`src/hw/rtl/assert_macros.svh`:
```
`ifndef ASSERT_MACROS_SVH
`define ASSERT_MACROS_SVH

// check that expr holds at every clock edge out of reset
`define ASSERT_ALWAYS(lbl, clk, rst_n, expr, msg) \
	lbl: assert property (@(posedge clk) disable iff (!rst_n) (expr)) else $error(msg);

// check that cons holds in the cycle after ante
`define ASSERT_NEXT(lbl, clk, rst_n, ante, cons, msg) \
	lbl: assert property (@(posedge clk) disable iff (!rst_n) (ante) |=> (cons)) else $error(msg);

`endif

```
`src/hw/rtl/b64e_pkg.sv`:
```
`timescale 1ns / 1ps

package b64e_pkg;

	localparam int QUEUE_DEPTH = 2;
	localparam logic [7:0] PAD_CHAR = 8'h3D;

	typedef enum logic [2:0] {
		PH0 = 3'b001,
		PH1 = 3'b010,
		PH2 = 3'b100
	} phase_t;

	typedef struct packed {
		logic [3:0][7:0] chars;
		logic [1:0]      last_idx;
		logic            last;
	} entry_t;

	function automatic logic [7:0] sextet_char(input logic [5:0] s);
		logic [7:0] v;
		v = {2'b00, s};
		if (s < 6'd26) begin
			return v + 8'h41;
		end else if (s < 6'd52) begin
			return v + 8'h47;
		end else if (s < 6'd62) begin
			return v - 8'h04;
		end else if (s == 6'd62) begin
			return 8'h2B;
		end else begin
			return 8'h2F;
		end
	endfunction

endpackage

```
`src/hw/rtl/b64e_front.sv`:
```
`timescale 1ns / 1ps

module b64e_front (
	input  logic              clk,
	input  logic              arst_n,
	input  logic              byte_valid,
	output logic              byte_stall,
	input  logic [7:0]        data_byte,
	input  logic              last_byte,
	input  logic              q_full,
	output logic              push,
	output b64e_pkg::entry_t  push_ent
);

	b64e_pkg::phase_t phase_q;
	b64e_pkg::phase_t phase_nxt;
	logic [7:0]       prev_q;

	assign byte_stall = q_full;
	assign push       = byte_valid && !q_full;

	always_comb begin
		push_ent.chars    = {4{b64e_pkg::PAD_CHAR}};
		push_ent.last_idx = 2'd0;
		push_ent.last     = last_byte;
		unique case (phase_q)
			b64e_pkg::PH1: begin
				push_ent.chars[0] = b64e_pkg::sextet_char({prev_q[1:0], data_byte[7:4]});
				push_ent.chars[1] = b64e_pkg::sextet_char({data_byte[3:0], 2'b00});
				push_ent.last_idx = last_byte ? 2'd2 : 2'd0;
				phase_nxt         = b64e_pkg::PH2;
			end
			b64e_pkg::PH2: begin
				push_ent.chars[0] = b64e_pkg::sextet_char({prev_q[3:0], data_byte[7:6]});
				push_ent.chars[1] = b64e_pkg::sextet_char(data_byte[5:0]);
				push_ent.last_idx = 2'd1;
				phase_nxt         = b64e_pkg::PH0;
			end
			default: begin
				push_ent.chars[0] = b64e_pkg::sextet_char(data_byte[7:2]);
				push_ent.chars[1] = b64e_pkg::sextet_char({data_byte[1:0], 4'b0000});
				push_ent.last_idx = last_byte ? 2'd3 : 2'd0;
				phase_nxt         = b64e_pkg::PH1;
			end
		endcase
		if (last_byte) begin
			phase_nxt = b64e_pkg::PH0;
		end
	end

	always_ff @(posedge clk or negedge arst_n) begin
		if (!arst_n) begin
			phase_q <= b64e_pkg::PH0;
		end else if (push) begin
			phase_q <= phase_nxt;
		end
	end

	always_ff @(posedge clk) begin
		if (push) begin
			prev_q <= data_byte;
		end
	end

endmodule

```
`src/hw/rtl/b64e_fifo.sv`:
```
`timescale 1ns / 1ps

`include "assert_macros.svh"

module b64e_fifo #(
	parameter int DEPTH = b64e_pkg::QUEUE_DEPTH
) (
	input  logic             clk,
	input  logic             arst_n,
	input  logic             push,
	input  b64e_pkg::entry_t push_ent,
	input  logic             pop,
	output logic             full,
	output logic             q_valid,
	output b64e_pkg::entry_t head
);

	localparam int AW = (DEPTH > 1) ? $clog2(DEPTH) : 1;
	localparam int CW = $clog2(DEPTH + 1);

	b64e_pkg::entry_t mem_q [DEPTH];
	logic [AW-1:0]    wr_ptr_q;
	logic [AW-1:0]    rd_ptr_q;
	logic [CW-1:0]    cnt_q;

	assign full    = cnt_q == CW'(DEPTH);
	assign q_valid = cnt_q != '0;
	assign head    = mem_q[rd_ptr_q];

	always_ff @(posedge clk or negedge arst_n) begin
		if (!arst_n) begin
			wr_ptr_q <= '0;
			rd_ptr_q <= '0;
			cnt_q    <= '0;
		end else begin
			if (push) begin
				wr_ptr_q <= (wr_ptr_q == AW'(DEPTH - 1)) ? '0 : wr_ptr_q + 1'b1;
			end
			if (pop) begin
				rd_ptr_q <= (rd_ptr_q == AW'(DEPTH - 1)) ? '0 : rd_ptr_q + 1'b1;
			end
			if (push && !pop) begin
				cnt_q <= cnt_q + 1'b1;
			end else if (pop && !push) begin
				cnt_q <= cnt_q - 1'b1;
			end
		end
	end

	always_ff @(posedge clk) begin
		if (push) begin
			mem_q[wr_ptr_q] <= push_ent;
		end
	end

	`ASSERT_ALWAYS(a_cnt_bound, clk, arst_n, cnt_q <= CW'(DEPTH), "queue count beyond depth")
	`ASSERT_ALWAYS(a_no_overflow, clk, arst_n, !(push && full), "write into full queue")
	`ASSERT_ALWAYS(a_no_underflow, clk, arst_n, !(pop && !q_valid), "read from empty queue")

endmodule

```
`src/hw/rtl/b64e_back.sv`:
```
`timescale 1ns / 1ps

`include "assert_macros.svh"

module b64e_back (
	input  logic             clk,
	input  logic             arst_n,
	input  logic             q_valid,
	input  b64e_pkg::entry_t head,
	output logic             pop,
	output logic             char_valid,
	input  logic             char_stall,
	output logic [7:0]       out_char,
	output logic             last_char
);

	b64e_pkg::entry_t ent_q;
	logic             busy_q;
	logic [1:0]       idx_q;
	logic             char_valid_q;
	logic [7:0]       char_q;
	logic             last_q;
	logic             out_free;
	logic             done;

	assign out_free = !char_valid_q || !char_stall;
	assign done     = idx_q == ent_q.last_idx;
	assign pop      = q_valid && (!busy_q || (out_free && done));

	assign char_valid = char_valid_q;
	assign out_char   = char_q;
	assign last_char  = last_q;

	always_ff @(posedge clk or negedge arst_n) begin
		if (!arst_n) begin
			busy_q       <= 1'b0;
			idx_q        <= '0;
			char_valid_q <= 1'b0;
		end else begin
			if (pop) begin
				busy_q <= 1'b1;
				idx_q  <= '0;
			end else if (busy_q && out_free) begin
				if (done) begin
					busy_q <= 1'b0;
				end else begin
					idx_q <= idx_q + 1'b1;
				end
			end
			if (out_free) begin
				char_valid_q <= busy_q;
			end
		end
	end

	always_ff @(posedge clk) begin
		if (pop) begin
			ent_q <= head;
		end
		if (busy_q && out_free) begin
			char_q <= ent_q.chars[idx_q];
			last_q <= ent_q.last && done;
		end
	end

	`ASSERT_ALWAYS(a_idx_bound, clk, arst_n, !(busy_q && idx_q > ent_q.last_idx), "index past entry")
	`ASSERT_NEXT(a_pop_load, clk, arst_n, pop, busy_q && idx_q == 2'd0, "entry not loaded")
	`ASSERT_NEXT(a_emit, clk, arst_n, busy_q && out_free, char_valid_q, "character not emitted")

endmodule

```
`src/hw/rtl/base64_stream_encoder.sv`:
```
`timescale 1ns / 1ps

// Streaming Base64 encoder, standard alphabet with '=' padding.
// Input channel: one raw byte per transfer (data_byte), last_byte marks the
// final byte of a message and triggers the flush of leftover bits and padding.
// Output channel: one ASCII character per transfer (out_char); last_char is
// set on the final character of each encoded message.
// Both channels transfer when valid is high and stall is low.
// A byte yields 1 to 4 characters. Its entry passes the queue and the
// sequencer's entry register before its first character reaches the output.
// The output register sends at most one character per cycle, which sets the
// throughput: each group of 3 bytes yields 4 characters.
// Bytes are taken every cycle while the entry queue between the classifier
// and the character sequencer has room (QUEUE_DEPTH entries).
// When the receiver stalls, the current character holds, the sequencer
// freezes, and byte_stall rises once the queue fills.
// Reset clears the group phase, the queue and the output valid.
module base64_stream_encoder #(
	parameter int QUEUE_DEPTH = b64e_pkg::QUEUE_DEPTH
) (
	input  logic       clk,
	input  logic       arst_n,
	input  logic       byte_valid,
	output logic       byte_stall,
	input  logic [7:0] data_byte,
	input  logic       last_byte,
	output logic       char_valid,
	input  logic       char_stall,
	output logic [7:0] out_char,
	output logic       last_char
);

	logic             push;
	logic             pop;
	logic             q_full;
	logic             q_valid;
	b64e_pkg::entry_t push_ent;
	b64e_pkg::entry_t head;

	b64e_front u_front (
		.clk        (clk),
		.arst_n     (arst_n),
		.byte_valid (byte_valid),
		.byte_stall (byte_stall),
		.data_byte  (data_byte),
		.last_byte  (last_byte),
		.q_full     (q_full),
		.push       (push),
		.push_ent   (push_ent)
	);

	b64e_fifo #(
		.DEPTH (QUEUE_DEPTH)
	) u_fifo (
		.clk      (clk),
		.arst_n   (arst_n),
		.push     (push),
		.push_ent (push_ent),
		.pop      (pop),
		.full     (q_full),
		.q_valid  (q_valid),
		.head     (head)
	);

	b64e_back u_back (
		.clk        (clk),
		.arst_n     (arst_n),
		.q_valid    (q_valid),
		.head       (head),
		.pop        (pop),
		.char_valid (char_valid),
		.char_stall (char_stall),
		.out_char   (out_char),
		.last_char  (last_char)
	);

endmodule
```
`config.mk`:
```
export PLATFORM = sky130hd
export DESIGN_NAME = base64_stream_encoder
export DESIGN_NICKNAME = d
export VERILOG_FILES = /design/src/hw/rtl/b64e_pkg.sv /design/src/hw/rtl/b64e_front.sv /design/src/hw/rtl/b64e_fifo.sv /design/src/hw/rtl/b64e_back.sv /design/src/hw/rtl/base64_stream_encoder.sv
export VERILOG_INCLUDE_DIRS = /design/src /design/src/hw/rtl
export SDC_FILE = /design/constraint.sdc
export NUM_CORES = 1
export LEC_CHECK = 0
export ABC_AREA = 0
export BUFFER_PORTS_ARGS = -buffer_cell sky130_fd_sc_hd__clkbuf_2
export CAP_MARGIN = 10
export CORE_MARGIN = 4
export CORE_UTILIZATION = 50
export DETAILED_ROUTE_END_ITERATION = 8
export PLACE_DENSITY = 0.74
export SLEW_MARGIN = 20
export SYNTH_ARGS = -nofsm -noshare
export SYNTH_HDL_FRONTEND = slang
export SYNTH_SLANG_ARGS = --single-unit
```
`constraint.sdc`:
```
create_clock -name clk -period 3.07 [get_ports clk]
set_input_delay 0.4605 -clock clk [delete_from_list [all_inputs] [get_ports clk]]
set_output_delay 0.4605 -clock clk [all_outputs]
set_load 0.05 [all_outputs]
```
# --- Yosys cells after proc, flatten, opt, wreduce, memory -nomap -nowiden ---
# Memories as Yosys holds them, arrays and structs flattened. A register that Yosys moved wholly into a read port is not among the register bits.
# Cells that the tools add are included.
classes:
  n_mux: 41
  add_sub_neg: 23
  eq_ne: 9
  n_lt_le_gt_ge: 19
  reduce_logical: 21
ops:
  columns: ["operator", "count"]
  rows:
  - ["two-way mux 8 bit", 19]
  - ["adder 6 x 7 -> 8 bit, second input constant", 12]
  - ["< comparator 6 bit, second input constant", 12]
  - ["subtractor 6 x 3 -> 7 bit, second input constant", 6]
  - ["< comparator 6 x 5 -> 1 bit, second input constant", 6]
  - ["case mux 18 bit (2 select lines)", 1]
  - ["== test 6 bit, second input constant", 4]
  - ["binary-select mux 8 bit (select 2 bit)", 1]
  - ["two-way mux 3 bit", 5]
  - ["two-way mux 2 bit", 7]
  - ["nonzero test 2 bit", 4]
  - ["logical AND 1 bit", 7]
  - ["two-way mux 1 bit", 7]
  - ["zero test 1 bit", 6]
  - ["case mux 3 bit (2 select lines)", 1]
  - ["adder 2 x 1 -> 2 bit, second input constant", 2]
  - ["AND reduction 2 bit", 2]
  - ["== test 3 x 2 -> 1 bit, second input constant", 1]
  - ["== test 3 bit, second input constant", 1]
  - ["< comparator 2 x 3 -> 1 bit, second input constant", 1]
  - ["adder 1 bit, second input constant", 2]
  - ["== test 2 bit", 1]
  - ["== test 2 bit, second input constant", 1]
  - ["logical OR 1 bit", 2]
  - ["other kinds (2)", 2]
totals:
  mem_count: 1
  mem_bits_rw: 38
  wordCells: 126
  output_inout_bits: 11
  register_bits: 40
  in_bits: 13
memory_table:
  columns: ["memory", "depth", "width", "rd", "rd_clocked_by_memory_dff", "wr", "line_no", "source"]
  rows:
  - ["u_fifo.mem_q", 2, 19, 1, 1, 1, "b64e_fifo.sv:21", "b64e_pkg::entry_t mem_q [DEPTH];"]

# --- Depth between registers and ports, before layout ---
depth:
  ltp_word: 8
  mapped_depth: 9

# --- Hierarchy ---
# A second synthesis with hierarchy kept.
hier_totals:
  cells_unflattened: 539
  hier_area_um2: 6930.4
modules_own_cells:
  columns: ["mod", "instances", "area_each_um2", "cells_per_inst"]
  rows:
  - ["b64e_fifo", 1, 2865.2, 125]
  - ["b64e_front", 1, 2270.9, 333]
  - ["b64e_back", 1, 1794.2, 81]

# --- Worst setup path after synthesis ---
# Ideal clock, no wire load.
synth_path:
  path_kind: "reg2reg"
  start: "register u_back.idx_q[1]"
  end: "register u_fifo.cnt_q[1]"
  path_slack_ns: 0.258
  arrival_ns: 2.733
  setup_time_ns: 0.079
  path_stages_with_launch: 10
  path_cell_list: "dfrtp_1 -> buf_2 -> xnor2_1 -> nand3_1 -> a21oi_1 -> inv_1 -> ha_1 -> xor2_1 -> nor2_1 -> xor2_1"
synth_via:
  elab_chain_len: 7
  elab_cells_between_ends: 9
synth_lines:
  columns: ["element", "line_no", "source"]
  rows:
  - ["start: declaration", "b64e_back.sv:19", "logic [1:0] idx_q;"]
  - ["start signal: assignment", "b64e_back.sv:47", "idx_q <= idx_q + 1'b1;"]
  - ["== test 2 bit *", "b64e_back.sv:27", "assign done = idx_q == ent_q.last_idx;"]
  - ["logical AND 1 bit *", "b64e_back.sv:28", "assign pop = q_valid && (!busy_q || (out_free && done));"]
  - ["logical OR 1 bit *", "b64e_back.sv:28", null]
  - ["logical AND 1 bit *", "b64e_back.sv:28", null]
  - ["net pop", "base64_stream_encoder.sv:34", "logic pop;"]
  - ["zero test 1 bit", "b64e_fifo.sv:42", "if (push && !pop) begin"]
  - ["logical AND 1 bit", "b64e_fifo.sv:42", null]
  - ["two-way mux 2 bit / nonzero test 2 bit (equally long branches)", null, null]
  - ["end signal: assignment", "b64e_fifo.sv:43", "cnt_q <= cnt_q + 1'b1;"]
  - ["end signal: assignment", "b64e_fifo.sv:45", "cnt_q <= cnt_q - 1'b1;"]
  - ["end: declaration", "b64e_fifo.sv:24", "logic [CW-1:0] cnt_q;"]
# The timed path passes the listed nets; every way through them passes the cells marked *.
# A chain may end at the register's enable or synchronous reset.

==> impl_metrics.py <==
metrics = {
    "synth": {
        "yosysWarnings": 0,
        "syn-num-nets": 503,
        "async_reset_ff_frac": 0.136,
        "synth_compound_area_frac": 0.167,
        "synth-adder-area-share": 0.0535,
        "netlist_area_sq_um": 4910,
        "yosys.area_share.simple": 0.156,
        "synth-edff-count": 70,
        "ys.flop_type": "edfxtp_1",
        "synth_top_family_by_area": "compound AO/OA/AOI/OAI gates",
        "syn_inst": 469,
        "synthMuxAreaShare": 0.0583,
        "synth_xor_area_frac": 0.0375,
        "synth_top_area_cell": "edfxtp_1",
        "yosysTopAreaCellShare": 0.428,
        "synth_cell_type_count": 65,
        "ys_seq_elements": 81,
        "ys_top_cells_by_area": "edfxtp_1 43%, ha_1 5.4%, dfrtp_1 5.1%",
        "yosysMostFrequentCell": "edfxtp_1",
        "synth.avg_cell_area_sq_um": 10.5,
        "seq_area_frac_synth": 0.484,
        "yosys-top-cells-count": "70 x edfxtp_1, 40 x nand2_1, 31 x a21oi_1, 27 x nor2_1, 22 x o21ai_0",
    },
    "grt": {
        "grt_start_max_net_pins": 23,
        "met1_usage": 0.269,
        "grt.busiest_layer": "met2",
        "grtUsageTotal": 0.201,
        "grt_first_pass_wirelength_um": 18200,
        "grt.met2_usage": 0.340,
        "antenna_found_initial": 0,
        "gr-total-overflow": 0,
        "grt_pass1_vias": 3465,
        "grt_use_met3": 0.0271,
    },
    "setup_path": {
        "endpoint_kind": "flip-flop",
        "crit_start": "u_front.prev_q[1]$_DFFE_PP_",
        "r2r-start": "u_front.prev_q[1]$_DFFE_PP_",
        "worstReg2RegEnd": "u_fifo.mem_q[1][5]$_DFFE_PP_",
        "rrSetupSlack_ns": 0.67,
        "reg2reg_depth": 8,
        "required_ns": 3.10,
        "critical_path_class": "flip-flop to flip-flop",
        "worstPathArrival_ns": 2.43,
        "startpoint_type": "flip-flop",
        "worstPathMaxFanout": 12,
    },
    "flow_run": {
        "maxCapViolations": 0,
    },
    "sta": {
        "tightestPinTransition_ns": 0.876,
        "grt_setup_unrepaired": "no",
        "min_period_ns": 2.40,
        "holdWs_ns": 0.364,
        "finalSetupTns_ns": 0,
        "fin_crit_sh": 0.783,
        "setup_viol": 0,
        "finalClockSkew_ns": 0.00974,
        "clock.fmax_mhz": 416,
        "slew_headroom": 0.416,
        "slew_viol_final": 0,
        "hold_viol_final": 0,
    },
    "cells_and_area": {
        "n_antenna_cell": 0,
        "nNetsFinal": 522,
        "syn_to_final_growth_pct": 8.87,
        "drive_gt1_frac": 0.164,
        "seq_area_sq_um": 2380,
        "multi_input_area_sq_um": 2320,
        "nFillCells": 835,
        "layout.cells.non_filler": 622,
    },
    "cts": {
        "cts-resized-gates": 0,
        "hold_buffers": 1,
        "cts_setup_buffers": 0,
        "clock-sinks": 81,
        "numCtsBuffers": 9,
        "insertion_delay_ns": 0.33,
        "cts-root-buf": "clkbuf_8",
        "clk_pin_slew_ns": 0.09,
        "htree_levels": 3,
        "cts_tree": "yes",
        "cts_max_path_buffers": 2,
    },
    "drt": {
        "antenna_left": 0,
        "drt_first_iter_violations": 245,
        "num_vias": 3708,
        "wl_um": 11100,
        "vias_per_cell": 5.96,
        "drt_first_pass_iters": 5,
        "routedWlPerCell_um": 17.9,
        "drcViolationCount": 0,
    },
    "floorplanning": {
        "die_width_um": 107,
        "io_pins": 24,
        "die_area_sq_um": 11500,
        "start_util": 0.522,
        "fp-row-count": 35,
        "coreArea_sq_um": 9420,
        "die_y_um": 107,
    },
    "worst_hold_path": {
        "hold_path_class": "input port to flip-flop",
        "holdCritStartpoint": "char_stall",
        "whs_endpoint": "u_back.char_valid$_DFFE_PN0P_",
        "hold_path_depth": 3,
    },
    "place": {
        "portBuffers": 23,
        "place_hpwl_um": 8300,
        "dp_cells": 605,
        "gp_congestion": 0.960,
    },
    "outcome": {
        "outcome": "finished clean",
    },
    "power": {
        "power.leakage_uw": 0.00199,
        "powerDensity_nw_per_um2": 801,
        "ir_worst_vdd_uv": 344,
    },
}
-- worst max-delay path, cell delays in order (launching register included) --
cell and delay (ns):
edfxtp_1 0.38, buf_4 0.21, ha_1 0.38, nor2b_1 0.17, buf_4 0.18, o32a_1 0.14, o21ai_0 0.09, o21ai_0 0.29
o211ai_1 0.25
-- cells by family (layout without fill, tap and decap cells) --
logic type                 count (synthesis)  in the layout
AOI/OAI and AO/OA                        121            121
buffers and inverters                     49             73
xor gates and xnor gates                  21             21
adders and majority gates                 21             21
muxes                                     26             26
DFF                                       81             81
and+or+nand+nor                          150            150
-- area by class of cell --
cell class | count | area share
multi-input combinational | 339 | 0.435
timing repair buffer | 38 | 0.0431
inverter | 19 | 0.0133
clock inverter | 7 | 0.0105
tap | 129 | 0.0302
clock buffer | 9 | 0.0232
sequential | 81 | 0.445
-- sequential cells by signal (all words and copies together) (netlist names) --
name / cells
u_fifo.cnt_q: 2
u_front.prev_q: 4
u_fifo.wr_ptr_q: 1
u_fifo.mem_q: 38
u_back.out_char: 8
u_back.last_char: 1
u_back.char_valid: 1
u_back.idx_q: 2
u_back.ent_q: 19
u_fifo.rd_ptr_q: 1
u_back.busy_q: 1
u_front.phase_q: 3
-- cell usage in the layout (no fill, tap or decap), types with 3 or more instances in the layout --
cell / Yosys / routed
o31ai_1: 7 / 7
o311ai_1: 4 / 4
and2_1: 6 / 6
nand3_1: 17 / 17
xor2_1: 9 / 9
o22ai_1: 4 / 4
ha_1: 21 / 21
nand2_1: 40 / 40
mux2i_1: 5 / 5
nor3_1: 13 / 13
mux2_2: 20 / 20
nand2b_1: 8 / 8
or3_1: 4 / 4
a31oi_1: 3 / 3
o211ai_1: 5 / 5
edfxtp_1: 70 / 70
a21oi_1: 31 / 30
nand4_1: 8 / 8
clkbuf_2: 0 / 23
nor2_1: 27 / 27
xnor2_1: 12 / 12
buf_4: 0 / 14
inv_1: 19 / 19
a211oi_1: 7 / 7
nor2b_1: 11 / 11
and3_1: 3 / 3
a32oi_1: 3 / 3
clkbuf_8: 0 / 9
clkinv_4: 0 / 4
a21o_1: 3 / 3
o21ai_0: 22 / 22
a211o_1: 7 / 7
dfrtp_1: 10 / 10
-- metrics by stage --
| stage | utilization | cell area (sq um) | setup slack (ns) | power, uW |
|---|---|---|---|---|
| 3_5_place_dp | 0.548 | 5160 | 0.368 | 3630 |
| 6_report | 0.568 | 5350 | 0.665 | 4280 |
| 2_1_floorplan | - | 4910 | 0.258 | 3190 |
| 4_1_cts | 0.568 | 5350 | 0.720 | 4310 |
| 5_1_grt | 0.568 | 5350 | 0.538 | 4560 |
| 3_3_place_gp | 0.548 | 5160 | 0.406 | 3560 |
-- power breakdown --
part	total (uW)	switching, uW	internal, uW
registers	1980	249	1730
clock network	681	381	300
logic	1620	1020	604
total	4280	1650	2640
-- worst max-delay path by stage --
stage | to | depth (start not counted)
2_1_floorplan | u_fifo.cnt_q[1]$_DFFE_PN0P_ | 9
3_3_place_gp | u_fifo.mem_q[0][3]$_DFFE_PP_ | 7
3_5_place_dp | u_fifo.mem_q[0][3]$_DFFE_PP_ | 7
4_1_cts | u_fifo.mem_q[1][5]$_DFFE_PP_ | 8
5_1_grt | u_fifo.mem_q[1][5]$_DFFE_PP_ | 8
6_report | u_fifo.mem_q[1][5]$_DFFE_PP_ | 8
-- metal layers --
layer,part of all wire,up-vias
li1,-,1798
met1,0.44,1775
met2,0.49,124
met3,0.051,11
met4,0.019,0
met5,0,-
Note: power is estimated with default switching activity, not from simulation.
